==> src/rtl/ehp_pkg.sv <==
package ehp_pkg;

  // Byte counter width; it covers the longest header of eighteen bytes.
  localparam int CNT_W = 5;

  // Byte positions in the frame header, as the count of bytes taken so far.
  localparam logic [CNT_W-1:0] DST_END   = CNT_W'(6);
  localparam logic [CNT_W-1:0] SRC_END   = CNT_W'(12);
  localparam logic [CNT_W-1:0] HDR_END   = CNT_W'(14);
  localparam logic [CNT_W-1:0] TAG_END   = CNT_W'(16);
  localparam logic [CNT_W-1:0] VLAN_END  = CNT_W'(18);
  localparam logic [CNT_W-1:0] HDR_LAST  = HDR_END - CNT_W'(1);
  localparam logic [CNT_W-1:0] VLAN_LAST = VLAN_END - CNT_W'(1);

  localparam logic [15:0] TPID_8021Q = 16'h8100;

  // Result status codes.
  localparam logic [1:0] STATUS_OK      = 2'd0;
  localparam logic [1:0] STATUS_NO_HDR  = 2'd1;
  localparam logic [1:0] STATUS_NO_TAG  = 2'd2;

  // Destination address classes.
  localparam logic [2:0] CLASS_ZERO       = 3'd0;
  localparam logic [2:0] CLASS_UNICAST    = 3'd1;
  localparam logic [2:0] CLASS_BROADCAST  = 3'd2;
  localparam logic [2:0] CLASS_L2_MCAST   = 3'd3;
  localparam logic [2:0] CLASS_L3_MCAST   = 3'd4;
  localparam logic [2:0] CLASS_LINK_LOCAL = 3'd5;

  // One input word as held in the input register.
  typedef struct packed {
    logic [7:0] data_byte;
    logic       frame_end;
  } in_word_t;

  // One result word.
  typedef struct packed {
    logic [47:0] dst_mac;
    logic [47:0] src_mac;
    logic [15:0] ether_type;
    logic [11:0] vlan_id;
    logic        drop_eligible;
    logic [2:0]  priority_res;
    logic        tagged_res;
    logic [1:0]  status;
    logic [2:0]  dst_class;
  } res_t;

endpackage

==> src/rtl/ehp_if.sv <==
// Byte stream channel into the parser.
interface ehp_in_if;
  logic       valid;
  logic       ready;
  logic [7:0] data_byte;
  logic       frame_end;

  modport source (output valid, data_byte, frame_end, input ready);
  modport sink (input valid, data_byte, frame_end, output ready);
endinterface

// Parsed header channel out of the parser.
interface ehp_out_if;
  logic        valid;
  logic        ready;
  logic [47:0] dst_mac;
  logic [47:0] src_mac;
  logic [15:0] ether_type;
  logic [11:0] vlan_id;
  logic        drop_eligible;
  logic [2:0]  priority_res;
  logic        tagged_res;
  logic [1:0]  status;
  logic [2:0]  dst_class;

  modport source (output valid, dst_mac, src_mac, ether_type, vlan_id, drop_eligible,
                  priority_res, tagged_res, status, dst_class, input ready);
  modport sink (input valid, dst_mac, src_mac, ether_type, vlan_id, drop_eligible,
                priority_res, tagged_res, status, dst_class, output ready);
endinterface

==> src/rtl/ethernet_header_parser_unit.sv <==
// Ethernet header parser with optional 802.1Q tag. Frame bytes arrive one word
// per cycle in wire order, with frame_end on the last byte; the block gathers
// the destination and source MAC and the EtherType, and when vlan_enable is set
// and the type is 0x8100 it also reads the tag and the inner type. One result
// word leaves per frame: the header fields with status ok once the header is
// complete, or an error status with all other fields zero if the frame ends
// inside the header. The block takes one byte every cycle; a byte passes the
// input register, the parser state update and the result register, in that
// order. Only a stalled result word holds back the input. vlan_enable is
// sampled when the fourteenth byte is parsed and may be written only while
// the block is idle.
module ethernet_header_parser_unit
  import ehp_pkg::*;
(
  input  logic      clk_i,
  input  logic      rst_ni,
  input  logic      cfg_we_i,
  input  logic      cfg_wdata_i,
  ehp_in_if.sink    in_i,
  ehp_out_if.source out_o
);

  in_word_t in_word;
  in_word_t stage_word;
  logic     stage_valid;
  logic     adv;
  logic     fire;
  logic     res_valid;
  res_t     res;
  res_t     out_res;

  assign in_word.data_byte = in_i.data_byte;
  assign in_word.frame_end = in_i.frame_end;

  // A byte in the input register is parsed whenever the result side can move.
  assign fire = stage_valid && adv;

  ehp_in_reg u_in_reg (
    .clk_i   (clk_i),
    .rst_ni  (rst_ni),
    .valid_i (in_i.valid),
    .ready_o (in_i.ready),
    .word_i  (in_word),
    .adv_i   (adv),
    .valid_o (stage_valid),
    .word_o  (stage_word)
  );

  ehp_parser u_parser (
    .clk_i       (clk_i),
    .rst_ni      (rst_ni),
    .cfg_we_i    (cfg_we_i),
    .cfg_wdata_i (cfg_wdata_i),
    .fire_i      (fire),
    .word_i      (stage_word),
    .res_valid_o (res_valid),
    .res_o       (res)
  );

  ehp_out_reg u_out_reg (
    .clk_i       (clk_i),
    .rst_ni      (rst_ni),
    .fire_i      (fire),
    .res_valid_i (res_valid),
    .res_i       (res),
    .ready_i     (out_o.ready),
    .adv_o       (adv),
    .valid_o     (out_o.valid),
    .res_o       (out_res)
  );

  // Result word onto the output channel.
  assign out_o.dst_mac       = out_res.dst_mac;
  assign out_o.src_mac       = out_res.src_mac;
  assign out_o.ether_type    = out_res.ether_type;
  assign out_o.vlan_id       = out_res.vlan_id;
  assign out_o.drop_eligible = out_res.drop_eligible;
  assign out_o.priority_res  = out_res.priority_res;
  assign out_o.tagged_res    = out_res.tagged_res;
  assign out_o.status        = out_res.status;
  assign out_o.dst_class     = out_res.dst_class;

endmodule

==> src/rtl/ehp_in_reg.sv <==
module ehp_in_reg
  import ehp_pkg::*;
(
  input  logic     clk_i,
  input  logic     rst_ni,
  input  logic     valid_i,
  output logic     ready_o,
  input  in_word_t word_i,
  input  logic     adv_i,
  output logic     valid_o,
  output in_word_t word_o
);

  logic     valid_q;
  in_word_t word_q;

  // The register takes a new word when empty or when its word moves on.
  assign ready_o = !valid_q || adv_i;

  always_ff @(posedge clk_i or negedge rst_ni) begin
    if (!rst_ni) begin
      valid_q <= 1'b0;
    end else if (ready_o) begin
      valid_q <= valid_i;
    end
  end

  always_ff @(posedge clk_i) begin
    if (ready_o && valid_i) begin
      word_q <= word_i;
    end
  end

  assign valid_o = valid_q;
  assign word_o  = word_q;

endmodule

==> src/rtl/ehp_parser.sv <==
module ehp_parser
  import ehp_pkg::*;
(
  input  logic     clk_i,
  input  logic     rst_ni,
  input  logic     cfg_we_i,
  input  logic     cfg_wdata_i,
  input  logic     fire_i,
  input  in_word_t word_i,
  output logic     res_valid_o,
  output res_t     res_o
);

  logic             vlan_q;
  logic [CNT_W-1:0] cnt_q, cnt_d;
  logic             done_q, done_d;
  logic             tagged_q, tagged_d;
  logic [47:0]      dst_q, dst_d;
  logic [47:0]      src_q, src_d;
  logic [15:0]      type_q, type_d;
  logic [15:0]      tag_q, tag_d;
  logic             hdr_done;

  // Sort a destination address into its class.
  function automatic logic [2:0] classify(input logic [47:0] a);
    logic [2:0] c;
    if (a == 48'h0) begin
      c = CLASS_ZERO;
    end else if (a == 48'hFFFF_FFFF_FFFF) begin
      c = CLASS_BROADCAST;
    end else if (a[47:8] == 40'h01_80C2_0000) begin
      c = CLASS_LINK_LOCAL;
    end else if (a[47:24] == 24'h0180C2) begin
      c = CLASS_L2_MCAST;
    end else if (a[47:24] == 24'h01005E) begin
      c = CLASS_L3_MCAST;
    end else begin
      c = CLASS_UNICAST;
    end
    return c;
  endfunction

  // Header field gathering and result forming for one byte.
  always_comb begin
    cnt_d       = cnt_q;
    done_d      = done_q;
    tagged_d    = tagged_q;
    dst_d       = dst_q;
    src_d       = src_q;
    type_d      = type_q;
    tag_d       = tag_q;
    hdr_done    = 1'b0;
    res_valid_o = 1'b0;
    res_o       = '0;
    if (fire_i) begin
      if (done_q) begin
        // Trailing bytes are skipped until the frame ends.
        if (word_i.frame_end) begin
          cnt_d    = '0;
          done_d   = 1'b0;
          tagged_d = 1'b0;
        end
      end else begin
        priority if (cnt_q < DST_END) begin
          dst_d = {dst_q[39:0], word_i.data_byte};
        end else if (cnt_q < SRC_END) begin
          src_d = {src_q[39:0], word_i.data_byte};
        end else if (cnt_q < HDR_END) begin
          type_d = {type_q[7:0], word_i.data_byte};
          if (cnt_q == HDR_LAST) begin
            if (vlan_q && (type_d == TPID_8021Q)) begin
              tagged_d = 1'b1;
            end else begin
              hdr_done = 1'b1;
            end
          end
        end else if (cnt_q < TAG_END) begin
          tag_d = {tag_q[7:0], word_i.data_byte};
        end else begin
          type_d = {type_q[7:0], word_i.data_byte};
          if (cnt_q == VLAN_LAST) begin
            hdr_done = 1'b1;
          end
        end
        cnt_d = cnt_q + CNT_W'(1);

        if (hdr_done) begin
          res_valid_o      = 1'b1;
          res_o.dst_mac    = dst_d;
          res_o.src_mac    = src_d;
          res_o.ether_type = type_d;
          res_o.status     = STATUS_OK;
          res_o.dst_class  = classify(dst_d);
          if (tagged_d) begin
            res_o.vlan_id       = tag_d[11:0];
            res_o.drop_eligible = tag_d[12];
            res_o.priority_res  = tag_d[15:13];
            res_o.tagged_res    = 1'b1;
          end
          done_d = 1'b1;
          if (word_i.frame_end) begin
            cnt_d    = '0;
            done_d   = 1'b0;
            tagged_d = 1'b0;
          end
        end else if (word_i.frame_end) begin
          // Frame ended before the header was complete.
          res_valid_o  = 1'b1;
          res_o.status = tagged_d ? STATUS_NO_TAG : STATUS_NO_HDR;
          cnt_d        = '0;
          done_d       = 1'b0;
          tagged_d     = 1'b0;
        end
      end
    end
  end

  // Control state and the configuration register.
  always_ff @(posedge clk_i or negedge rst_ni) begin
    if (!rst_ni) begin
      vlan_q   <= 1'b1;
      cnt_q    <= '0;
      done_q   <= 1'b0;
      tagged_q <= 1'b0;
    end else begin
      if (cfg_we_i) begin
        vlan_q <= cfg_wdata_i;
      end
      cnt_q    <= cnt_d;
      done_q   <= done_d;
      tagged_q <= tagged_d;
    end
  end

  // Header field shift registers.
  always_ff @(posedge clk_i) begin
    dst_q  <= dst_d;
    src_q  <= src_d;
    type_q <= type_d;
    tag_q  <= tag_d;
  end

`ifndef SYNTH
  // Skipping trailing bytes happens only right after a complete header.
  a_done_count: assert property (@(posedge clk_i) disable iff (!rst_ni)
    done_q |-> (cnt_q == HDR_END || cnt_q == VLAN_END))
    else $error("header done flag set at an unexpected byte count");

  // A tag is only known once the outer type has been read.
  a_tag_count: assert property (@(posedge clk_i) disable iff (!rst_ni)
    tagged_q |-> (cnt_q >= HDR_END && cnt_q <= VLAN_END))
    else $error("tagged flag set before the outer type was read");

  // The last byte of a frame still in its header always yields a result.
  a_end_result: assert property (@(posedge clk_i) disable iff (!rst_ni)
    (fire_i && !done_q && word_i.frame_end) |-> res_valid_o)
    else $error("frame ended inside the header without a result");

  // Parsing never runs past the tagged header length.
  a_count_range: assert property (@(posedge clk_i) disable iff (!rst_ni)
    cnt_q <= VLAN_END)
    else $error("byte count ran past the header");
`endif

endmodule

==> src/rtl/ehp_out_reg.sv <==
module ehp_out_reg
  import ehp_pkg::*;
(
  input  logic clk_i,
  input  logic rst_ni,
  input  logic fire_i,
  input  logic res_valid_i,
  input  res_t res_i,
  input  logic ready_i,
  output logic adv_o,
  output logic valid_o,
  output res_t res_o
);

  logic valid_q;
  res_t res_q;

  // The result register can take a new word when empty or being emptied.
  assign adv_o = !valid_q || ready_i;

  always_ff @(posedge clk_i or negedge rst_ni) begin
    if (!rst_ni) begin
      valid_q <= 1'b0;
    end else if (adv_o) begin
      valid_q <= fire_i && res_valid_i;
    end
  end

  always_ff @(posedge clk_i) begin
    if (adv_o && fire_i && res_valid_i) begin
      res_q <= res_i;
    end
  end

  assign valid_o = valid_q;
  assign res_o   = res_q;

endmodule

==> src/flat_wrapper.sv <==
// flat-port wrapper written by rule: the top's interface ports become plain ports
module ethernet_header_parser_unit_flat import ehp_pkg::*;
  (clk_i, rst_ni, cfg_we_i, cfg_wdata_i, in_i_valid, in_i_data_byte, in_i_frame_end, in_i_ready, out_o_valid, out_o_dst_mac, out_o_src_mac, out_o_ether_type, out_o_vlan_id, out_o_drop_eligible, out_o_priority_res, out_o_tagged_res, out_o_status, out_o_dst_class, out_o_ready);
  ehp_in_if in_i_i ();
  ehp_out_if out_o_i ();
  input  logic clk_i;
  input  logic rst_ni;
  input  logic cfg_we_i;
  input  logic cfg_wdata_i;
  input wire logic [$bits(in_i_i.valid)-1:0] in_i_valid;
  input wire logic [$bits(in_i_i.data_byte)-1:0] in_i_data_byte;
  input wire logic [$bits(in_i_i.frame_end)-1:0] in_i_frame_end;
  output wire logic [$bits(in_i_i.ready)-1:0] in_i_ready;
  output wire logic [$bits(out_o_i.valid)-1:0] out_o_valid;
  output wire logic [$bits(out_o_i.dst_mac)-1:0] out_o_dst_mac;
  output wire logic [$bits(out_o_i.src_mac)-1:0] out_o_src_mac;
  output wire logic [$bits(out_o_i.ether_type)-1:0] out_o_ether_type;
  output wire logic [$bits(out_o_i.vlan_id)-1:0] out_o_vlan_id;
  output wire logic [$bits(out_o_i.drop_eligible)-1:0] out_o_drop_eligible;
  output wire logic [$bits(out_o_i.priority_res)-1:0] out_o_priority_res;
  output wire logic [$bits(out_o_i.tagged_res)-1:0] out_o_tagged_res;
  output wire logic [$bits(out_o_i.status)-1:0] out_o_status;
  output wire logic [$bits(out_o_i.dst_class)-1:0] out_o_dst_class;
  input wire logic [$bits(out_o_i.ready)-1:0] out_o_ready;
  assign in_i_i.valid = in_i_valid;
  assign in_i_i.data_byte = in_i_data_byte;
  assign in_i_i.frame_end = in_i_frame_end;
  assign in_i_ready = in_i_i.ready;
  assign out_o_valid = out_o_i.valid;
  assign out_o_dst_mac = out_o_i.dst_mac;
  assign out_o_src_mac = out_o_i.src_mac;
  assign out_o_ether_type = out_o_i.ether_type;
  assign out_o_vlan_id = out_o_i.vlan_id;
  assign out_o_drop_eligible = out_o_i.drop_eligible;
  assign out_o_priority_res = out_o_i.priority_res;
  assign out_o_tagged_res = out_o_i.tagged_res;
  assign out_o_status = out_o_i.status;
  assign out_o_dst_class = out_o_i.dst_class;
  assign out_o_i.ready = out_o_ready;
  ethernet_header_parser_unit u_core (.clk_i(clk_i), .rst_ni(rst_ni), .cfg_we_i(cfg_we_i), .cfg_wdata_i(cfg_wdata_i), .in_i(in_i_i), .out_o(out_o_i));
endmodule
==> config.mk <==
export PLATFORM = sky130hd
export DESIGN_NAME = ethernet_header_parser_unit_flat
export DESIGN_NICKNAME = d
export VERILOG_FILES = /design/src/rtl/ehp_pkg.sv /design/src/rtl/ehp_if.sv /design/src/rtl/ethernet_header_parser_unit.sv /design/src/rtl/ehp_in_reg.sv /design/src/rtl/ehp_parser.sv /design/src/rtl/ehp_out_reg.sv /design/src/flat_wrapper.sv
export SDC_FILE = /design/constraint.sdc
export NUM_CORES = 1
export LEC_CHECK = 0
export BUFFER_PORTS_ARGS = -buffer_cell sky130_fd_sc_hd__buf_2
export CELL_PAD_IN_SITES_DETAIL_PLACEMENT = 1
export CELL_PAD_IN_SITES_GLOBAL_PLACEMENT = 2
export CORE_ASPECT_RATIO = 0.7
export CORE_MARGIN = 2
export CORE_UTILIZATION = 35
export DETAILED_ROUTE_END_ITERATION = 6
export GPL_TIMING_DRIVEN = 0
export MAX_ROUTING_LAYER = met4
export PLACE_DENSITY_LB_ADDON = 0.1
export SYNTH_ARGS = -nofsm -noshare
export SYNTH_HDL_FRONTEND = slang
export SYNTH_SLANG_ARGS = --single-unit
==> constraint.sdc <==
create_clock -name clk_i -period 19.8 [get_ports clk_i]
set_clock_uncertainty 0.2 [all_clocks]
set_input_delay 0.99 -clock clk_i [delete_from_list [all_inputs] [get_ports clk_i]]
set_output_delay 0.99 -clock clk_i [all_outputs]
set_load 0.02 [all_outputs]
Word-level counts from Yosys, hierarchy flattened
Cells that the tools add are included.
{"block": "word_totals", "reg_bits": 281, "out_inout_bits": 136, "wordCells": 106}
{"block": "op_classes", "addsub": 1, "n_lt_le_gt_ge": 4, "eq_ne": 8, "mux": 48, "bitwise_logic": 5, "reduce_logical": 18}
{"cell": "$mux 48", "count": 5}
{"cell": "$mux 16", "count": 8}
{"cell": "$eq 24x17->1 const B", "count": 2}
{"cell": "$eq 48x48->1 const B", "count": 1}
{"cell": "$logic_not 48->1", "count": 1}
{"cell": "$eq 40x33->1 const B", "count": 1}
{"cell": "$mux 1", "count": 27}
{"cell": "$eq 16x16->1 const B", "count": 1}
{"cell": "$mux 5", "count": 3}
{"cell": "$reduce_or 4->1", "count": 3}
{"cell": "$lt 5x4->1 const B", "count": 2}
{"cell": "$mux 3", "count": 3}
{"cell": "$logic_and 1x1->1", "count": 6}
{"cell": "$add 5x1->5 const B", "count": 1}
{"cell": "$eq 5x4->1 const B", "count": 1}
{"cell": "$eq 5x5->1 const B", "count": 1}
{"cell": "$lt 5x3->1 const B", "count": 1}
{"cell": "$lt 5x5->1 const B", "count": 1}
{"cell": "$not 1->1", "count": 5}
{"cell": "$reduce_or 5->1", "count": 1}
{"cell": "$mux 2", "count": 2}
{"cell": "$reduce_and 2->1", "count": 2}
{"cell": "$reduce_or 3->1", "count": 1}
{"cell": "$logic_not 1->1", "count": 2}
{"cell": "other kinds (2)", "count": 3}

Depth between registers and ports, before layout
Gate-level depths: netlist of the first run.
{"block": "logic_depth", "word_depth": 13, "depth_mapped": 9, "mapped_depth_nobuf": 6}

Cells and area by module
Synthesis of the first run repeated with hierarchy kept, for this count alone.
{"block": "unflattened", "cells_unflattened": 811, "hier_area_um2": 11783.8}
{"module": "ehp_parser", "instances": 1, "cells_each": 658, "area_per_inst_um2": 7369.6, "seq_area_each_um2": 4045.1}
{"module": "ehp_out_reg", "instances": 1, "cells_each": 139, "area_per_inst_um2": 4083.9, "seq_area_each_um2": 4048.9}
{"module": "ehp_in_reg", "instances": 1, "cells_each": 13, "area_per_inst_um2": 324.1, "seq_area_each_um2": 295.3}
{"module": "ethernet_header_parser_unit", "instances": 1, "cells_each": 1, "area_per_inst_um2": 6.3, "seq_area_each_um2": 0.0}

Worst setup path after synthesis of the first run
No wires, ideal clock.
{"block": "synth_timing", "kind": "input to register", "start": "input port out_o_ready", "end": "register u_core.u_out_reg.res_q, in the netlist u_core.u_out_reg.res_o[0], enable pin", "arrival_time_ps": 14181, "slack_ps": 4921, "cell_stages": 5, "n_path_buf": 1, "cell_sequence": "nor2b_1 nor3_1 o21ai_2 buf_2 nand2_1"}
{"block": "synth_between", "elab_chain_len": 4}
{"element": "start: declaration", "line_no": "flat_wrapper.sv:24", "rtl": "input wire logic [$bits(out_o_i.ready)-1:0] out_o_ready;"}
{"element": "$logic_or 1x1->1 (*)", "line_no": "ehp_out_reg.sv:19", "rtl": "assign adv_o = !valid_q || ready_i;"}
{"element": "$logic_and 1x1->1", "line_no": "ethernet_header_parser_unit.sv:36", "rtl": "assign fire = stage_valid && adv;"}
{"element": "$mux 1 / $logic_and 1x1->1 (equally long branches)", "line_no": "ehp_parser.sv:55, ehp_out_reg.sv:30"}
{"element": "$logic_and 1x1->1 (*)", "line_no": "ehp_out_reg.sv:30", "rtl": "if (adv_o && fire_i && res_valid_i) begin"}
{"element": "end signal: assignment", "line_no": "ehp_out_reg.sv:31", "rtl": "res_q <= res_i;"}
{"element": "end: declaration", "line_no": "ehp_out_reg.sv:16", "rtl": "res_t res_q;"}
Every way passes the cells marked *; elsewhere a longest branch is shown, timed or not.
A chain may end at the register's enable or synchronous reset.

Worst setup path after layout of the first run
{"block": "layout_timing", "start": "register u_core.u_in_reg.word_q, in the netlist u_core.u_in_reg.word_o[1]", "end": "register u_core.u_out_reg.res_q, in the netlist u_core.u_out_reg.res_o[76], enable pin"}
{"block": "layout_between", "elab_chain_len": 13}
{"element": "start: declaration", "line_no": "ehp_in_reg.sv:15", "rtl": "in_word_t word_q;"}
{"element": "start signal: assignment", "line_no": "ehp_in_reg.sv:30", "rtl": "word_q <= word_i;"}
{"element": "$eq 16x16->1", "line_no": "ehp_parser.sv:71", "rtl": "if (vlan_q && (type_d == TPID_8021Q)) begin"}
{"element": "$logic_and 1x1->1", "line_no": "ehp_parser.sv:71"}
{"element": "$mux 1", "line_no": "ehp_parser.sv:71"}
{"element": "$mux 1", "line_no": "ehp_parser.sv:70", "rtl": "if (cnt_q == HDR_LAST) begin"}
{"element": "$mux 1", "line_no": "ehp_parser.sv:68", "rtl": "end else if (cnt_q < HDR_END) begin"}
{"element": "$mux 1", "line_no": "ehp_parser.sv:66", "rtl": "end else if (cnt_q < SRC_END) begin"}
{"element": "$mux 1", "line_no": "ehp_parser.sv:64", "rtl": "priority if (cnt_q < DST_END) begin"}
{"element": "$mux 1", "line_no": "ehp_parser.sv:56", "rtl": "if (done_q) begin"}
{"element": "$mux 1", "line_no": "ehp_parser.sv:55", "rtl": "if (fire_i) begin"}
{"element": "$mux 1", "line_no": "ehp_parser.sv:87", "rtl": "if (hdr_done) begin"}
{"element": "$mux 1", "line_no": "ehp_parser.sv:56"}
{"element": "$mux 1", "line_no": "ehp_parser.sv:55"}
{"element": "$logic_and 1x1->1", "line_no": "ehp_out_reg.sv:30"}
Every way passes these cells. The select of a mux whose other input is x is not followed.

==> impl_metrics.tcl, run 1 <==
set metrics [dict create \
    status "completed" \
    cts_root_buf "clkbuf_16" \
    fin_crit_sh 0.193 \
    cts.sinks 281 \
    htreeDepth 1 \
    synthFlopType "edfxtp_1" \
    cp.required_ns 19.86 \
    crit_type "reg -> reg" \
    antenna_found_initial 1 \
    ios 151 \
    hold_class "in -> async" \
    fin_util 0.433 \
    gp_congestion 0.802 \
    async_reset_ff_frac 0.0356 \
    ant_nets 0 \
    vias 7304 \
    grt_max_degree 62 \
    synthCells 810 \
    cts_setup_buffers 0 \
    syn_avg_cell_area_sq_um 14.5 \
    crit_fanout 61 \
    synth_area_leader_cell "edfxtp_1" \
    synth_common_cells "edfxtp_1 (271), nand2_1 (154), mux2_2 (82), nor2b_1 (75), a21oi_1 (51)" \
    critPathLaunchType "register" \
    die_area_sq_mm 0.0350 \
    die_x_um 223 \
    yosysSeqAreaShare 0.716 \
    synth.distinct_cells 49 \
    yosysMostFrequentCell "edfxtp_1" \
    grt-ovfl-total 0 \
    cts_hold_buf 0 \
    cts.reportedPaths.clkPinSlew_ns 0.06 \
    cp_cell_sequence "or4_1 -> nor2_1 -> a21boi_2 -> o21ai_2 -> buf_2 -> nand2_4 -> buf_16" \
    cts_made_buffers 29 \
    yosysTopAreaCellShare 0.695 \
    clkLatencyLatePin_ns 0.55 \
    grt_pass1_vias 7683 \
    max_freq_ghz 0.262 \
    p_leak_nw 5.22 \
    drt_wl_total_um 30900 \
    cts_tree "yes" \
    cts_max_path_buffers 3 \
    crit_arrival_ns 3.88 \
    synth_nets 827 \
    drt_first_pass_iters 4 \
    rows 55 \
    power_density_mw_per_mm2 101 \
    core_sq_mm 0.0326 \
    worst_pin_slew_ns 1.02 \
    synthTopCellsByArea "edfxtp_1 (70%), mux2_2 (7.9%), nand2_1 (4.9%)" \
    start_util 0.359 \
    drive_above_1_share 0.316 \
    slew_violations 0 \
    r2r-end "u_core.u_out_reg.res_o[76]" \
    relSlewSlack 0.309 \
    num_antenna_cells 0 \
    port_buffers 150 \
    peakVddDrop_mv 0.0615 \
    place.detailed.hpwl_um 21900 \
    final.min_clock_period_ns 3.82 \
    synth.yosys.warnings 0 \
    cpLargestDelayFamily "simple AND/OR/NAND/NOR gates" \
    die_h_um 157 \
    num-nets-final 1024 \
    rsz0062_at_grt "false" \
    synth_area_sq_mm 0.0117 \
    cp_slowest_cell "o21ai_2" \
    cp_num_buf_inv 2 \
    timing.max_cap.violations 0 \
    worst_setup_path_end_kind "register" \
    reg2reg_from "u_core.u_in_reg.word_o[1]" \
    rrSetupSlack_ns 15.98 \
    synth_edf_count 271 \
    rr_worst_depth 7 \
    grt_usage 0.186 \
    viasPerCell 5.02 \
    ys_ff_latch 281 \
    drc 0 \
    grt_first_pass_wirelength_um 48000 \
    finalHoldViolCount 0 \
    syn_to_final_growth_pct 20.5 \
    final_area_sq_mm 0.0141 \
    cpPeakStageDelay_ns 0.65 \
    wire_per_inst_um 21.3 \
    setup_violations 0 \
    place_area_sq_mm 0.0132 \
    first_iter_violations 455 \
    cts_resized 0 \
]
per-stage QoR:
stage	cells	setup TNS, ns	hold WS [ns]	total power, mW	setup WS, ns
floorplan	810	0	0.316	0.848	4.92
global placement	1387	-892.55	0.347	0.909	-5.67
detailed placement	1403	0	0.353	0.903	15.90
CTS	1455	0	0.0843	1.44	15.89
global route	1455	0	0.0939	1.48	15.71
finish	1455	0	0.109	1.42	15.98
layout make-up:
cell class | count | area [sq um]
Timing Repair Buffer | 166 | 952
Clock inverter | 16 | 154
Sequential cell | 281 | 8390
Tap cell | 427 | 534
Fill cell | 3385 | 18500
Inverter | 4 | 15.0
Buffer | 37 | 195
Clock buffer | 36 | 752
Multi-Input combinational cell | 488 | 3120
power breakdown:
part	total (mW)	internal (mW)	switching, mW
Clock	0.535	0.307	0.228
Sequential	0.759	0.719	0.0398
Combinational	0.130	0.0495	0.0806
registers in the layout (all words and copies together), names as in the netlist, 5 cells and up:
register,flops
u_core.u_parser.cnt_q,5
u_core.u_out_reg.res_o,134
u_core.u_parser.tag_q,16
u_core.u_parser.dst_q,48
u_core.u_in_reg.word_o,9
u_core.u_parser.src_q,48
u_core.u_parser.type_q,16
cell usage in the layout, fill, tap and decap left out, types with 3 or more instances in the layout:
master     instances
buf_6             13
buf_4              3
clkinv_2           9
mux2_2            82
nor4_1            19
dfrtp_1            9
inv_1              4
nor3_1             5
o21ai_0            6
nand2_1          153
nand4_1            8
o211ai_1           3
nor2_1             9
nor4b_1            3
buf_2            167
nor3b_1            3
nand2b_1           3
nor2b_1           75
and2b_1            8
a21oi_1           51
nand3_1           13
or4_1              6
clkbuf_1          20
buf_1              3
clkbuf_16         29
edfxtp_1         271
clkinv_1           3
and3_1             7
bufinv_16          3
worst reg2reg max path, delay by kind of cell (launching register included):
kind            cells  cell delay [ns]
buf+inv             2             0.70
simple gates        3             1.22
compound gates      2             0.81
flops               1             0.54
logic make-up after synthesis:
group                      Yosys count  synth area share
and+or+nand+nor                    328             0.146
muxes                               83            0.0797
DFF                                281             0.716
adders and majority gates            2           0.00214
buffers and inverters               41            0.0180
AOI/OAI and AO/OA                   75            0.0379
worst max path at each step:
stage / slack [ns] / cells past startpoint / to / from
6_report: 15.98 / 7 / u_core.u_out_reg.res_o[76] / u_core.u_in_reg.word_o[1]
5_1_grt: 15.71 / 7 / u_core.u_out_reg.res_o[76] / u_core.u_in_reg.word_o[1]
4_1_cts: 15.89 / 7 / u_core.u_out_reg.res_o[76] / u_core.u_in_reg.word_o[1]
3_5_place_dp: 15.90 / 7 / u_core.u_out_reg.res_o[84] / u_core.u_in_reg.word_o[1]
3_3_place_gp: -5.67 / 6 / u_core.u_out_reg.res_o[84] / out_o_ready
2_1_floorplan: 4.92 / 5 / u_core.u_out_reg.res_o[0] / out_o_ready
layer usage:
metal  GRT usage  wire (um)  part of all wire
met5           -          0                 0
met4      0.0358        518             0.017
met3      0.0310       1360             0.044
met2       0.263      12900              0.42
met1       0.282      16200              0.52
No activity file was read; power rests on OpenSTA's default activity.
==> run 2: changes to the inputs <==
==> constraint.sdc (replaced) <==
create_clock -name clk_i -period 3.8 [get_ports clk_i]
set_clock_uncertainty 0.2 [all_clocks]
set_input_delay 0.19 -clock clk_i [delete_from_list [all_inputs] [get_ports clk_i]]
set_output_delay 0.19 -clock clk_i [all_outputs]
set_load 0.02 [all_outputs]
==> run 2 against run 1 <==
Net effect:
- clock power increased to 5.5 times the previous value
- combinational power grew to 5.5 times the previous value
- power rose to 5.3 times the previous value
- largest cell class unchanged
==> impl_metrics.tcl, run 2 (synthesized netlist as in run 1, its figures left out) <==
set metrics [dict create \
    status "completed" \
    worst_pin_slew_ns 0.971 \
    final_common_cell "edfxtp_1" \
    wire_per_inst_um 21.5 \
    holdWs_ns 0.146 \
    hold_start "in_i_data_byte[7]" \
    p_leak_nw 5.33 \
    gp_congestion 0.794 \
    worst_setup_path_end_kind "register" \
    syn_to_final_growth_pct 23.0 \
    drc 0 \
    grt_first_pass_wirelength_um 47700 \
    r2r-end "u_core.u_out_reg.res_o[101]" \
    drt_wl_total_um 31500 \
    slew_violations 0 \
    grt_usage 0.187 \
    cts_root_buf "clkbuf_16" \
    crit_arrival_ns 3.48 \
    drt_first_pass_iters 5 \
    final_area_sq_mm 0.0144 \
    p_sw_mw 1.85 \
    first_iter_violations 457 \
    num_antenna_cells 0 \
    num-nets-final 1034 \
    final.min_clock_period_ns 3.60 \
    seq_power_share 0.520 \
    ant_nets 0 \
    critPathLaunchType "register" \
    power.switching_fraction 0.244 \
    final_cell_mix "edfxtp_1 (271), buf_2 (166), nand2_1 (153), mux2_2 (82), nor2b_1 (74)" \
    fin_crit_sh 0.948 \
    rows 55 \
    clkPwrFrac 0.386 \
    port_buffers 150 \
    finalNonFillerCells 1466 \
    place.detailed.hpwl_um 21500 \
    crit_type "reg -> reg" \
    peakVddDrop_mv 0.292 \
    placed_cells 1395 \
    cp.required_ns 3.68 \
    max_freq_ghz 0.278 \
    rr_worst_depth 6 \
    core_sq_mm 0.0326 \
    viasPerCell 5.06 \
    cts.sinks 281 \
    htreeDepth 1 \
    grt_max_degree 68 \
    internal_power_mw 5.75 \
    timing.max_cap.violations 0 \
    clkLatencyLatePin_ns 0.55 \
    die_h_um 157 \
    cts_tree "yes" \
    largest_reg_flops 134 \
    antenna_found_initial 0 \
    drive_above_1_share 0.318 \
    cts_max_path_buffers 3 \
    hold_class "in -> reg" \
    n_fill_cell 3408 \
    place_area_sq_mm 0.0132 \
    min_path_cells 2 \
    combPwrFrac 0.094 \
    cts_setup_buffers 0 \
    rrSetupSlack_ns 0.20 \
    reg2reg_from "u_core.u_in_reg.word_o[1]" \
    rsz0062_at_grt "false" \
    finalHoldViolCount 0 \
    crit_fanout 67 \
    die_x_um 223 \
    start_util 0.359 \
    grt_pass1_vias 7558 \
    worstHoldEndpoint "u_core.u_in_reg.word_o[8]" \
    relSlewSlack 0.352 \
    ios 151 \
    cts_made_buffers 29 \
    grt-ovfl-total 0 \
    die_area_sq_mm 0.0350 \
    vias 7416 \
    cts.reportedPaths.clkPinSlew_ns 0.06 \
    setup_violations 0 \
    power_density_mw_per_mm2 528 \
]
==> run 2: changes by cell type in the layout (fill, tap and decap cells not counted), sizes merged <==
cell         change
dlygate4sd3     +17
buf              -8
clkbuf           -5
clkinv           +3
bufinv           +2
clkinvlp         +1
nand2            +1
==> run 2: critical path, stage by stage, from the launching register on <==
cell	delay (ns)
edfxtp_1	0.55
or4_1	0.61
nor2_1	0.29
a21boi_2	0.18
o21ai_4	0.46
buf_6	0.26
nand2_4	0.53
==> run 2: metal layers <==
layer  vias up  track usage  share of wire
met5         -            -              0
met1      3769        0.284           0.52
li1       3434            -              -
met4         0       0.0329          0.016
met2       179        0.265           0.42
met3        34       0.0280          0.044
==> run 2: through the flow <==
stage | TNS [ns] | setup slack (ns) | total power [mW] | util
final | 0 | 0.198 | 7.61 | 0.442
after global placement | -1614.08 | -5.26 | 4.67 | 0.400
after detailed placement | -20.56 | -0.174 | 4.73 | 0.406
after floorplan | -486.60 | -1.82 | 4.38 | -
after CTS | 0 | 0.119 | 7.70 | 0.441
after global routing | 0 | 0.0438 | 7.89 | 0.442
==> run 2: layout make-up <==
class / count / area (sq um) / area share
sequential: 281 / 8390 / 0.583
multi-input combinational: 489 / 3170 / 0.220
timing repair buffer: 175 / 1100 / 0.0766
clock buffer: 31 / 733 / 0.0509
tap: 427 / 534 / 0.0371
clock inverter: 22 / 231 / 0.0161
buffer: 37 / 225 / 0.0156
inverter: 4 / 15.0 / 0.00104
==> run 2: power by group through the flow <==
| stage | sequential [mW] | clock [mW] | combinational [mW] |
|---|---|---|---|
| after floorplan | 4.04 | 0 | 0.337 |
| after global placement | 4.04 | 0 | 0.626 |
| after detailed placement | 4.02 | 0 | 0.702 |
| after CTS | 3.96 | 3.02 | 0.724 |
| after global routing | 3.99 | 3.12 | 0.779 |
| final | 3.96 | 2.94 | 0.713 |
==> run 2: timing repair <==
item	in CTS	in global routing
endpoints found under the setup margin	134	67
pin swaps	1	0
hold buffers	17	0
gates cloned	1	0
endpoints found under the hold margin	23	0
gates resized for setup	1	1
==> run 2: how the worst max path moves through the flow <==
stage                              start                           to  slack (ns)  cells past startpoint
3_3_place_gp    u_core.u_out_reg.valid_o   u_core.u_out_reg.res_o[84]       -5.26                      5
4_1_cts         u_core.u_parser.cnt_q[1]  u_core.u_out_reg.res_o[105]        0.12                      7
6_report       u_core.u_in_reg.word_o[1]  u_core.u_out_reg.res_o[101]        0.20                      6
2_1_floorplan   u_core.u_out_reg.valid_o    u_core.u_out_reg.res_o[0]       -1.82                      5
5_1_grt        u_core.u_in_reg.word_o[1]   u_core.u_out_reg.res_o[25]        0.04                      6
3_5_place_dp   u_core.u_in_reg.word_o[1]   u_core.u_out_reg.res_o[84]       -0.17                      6
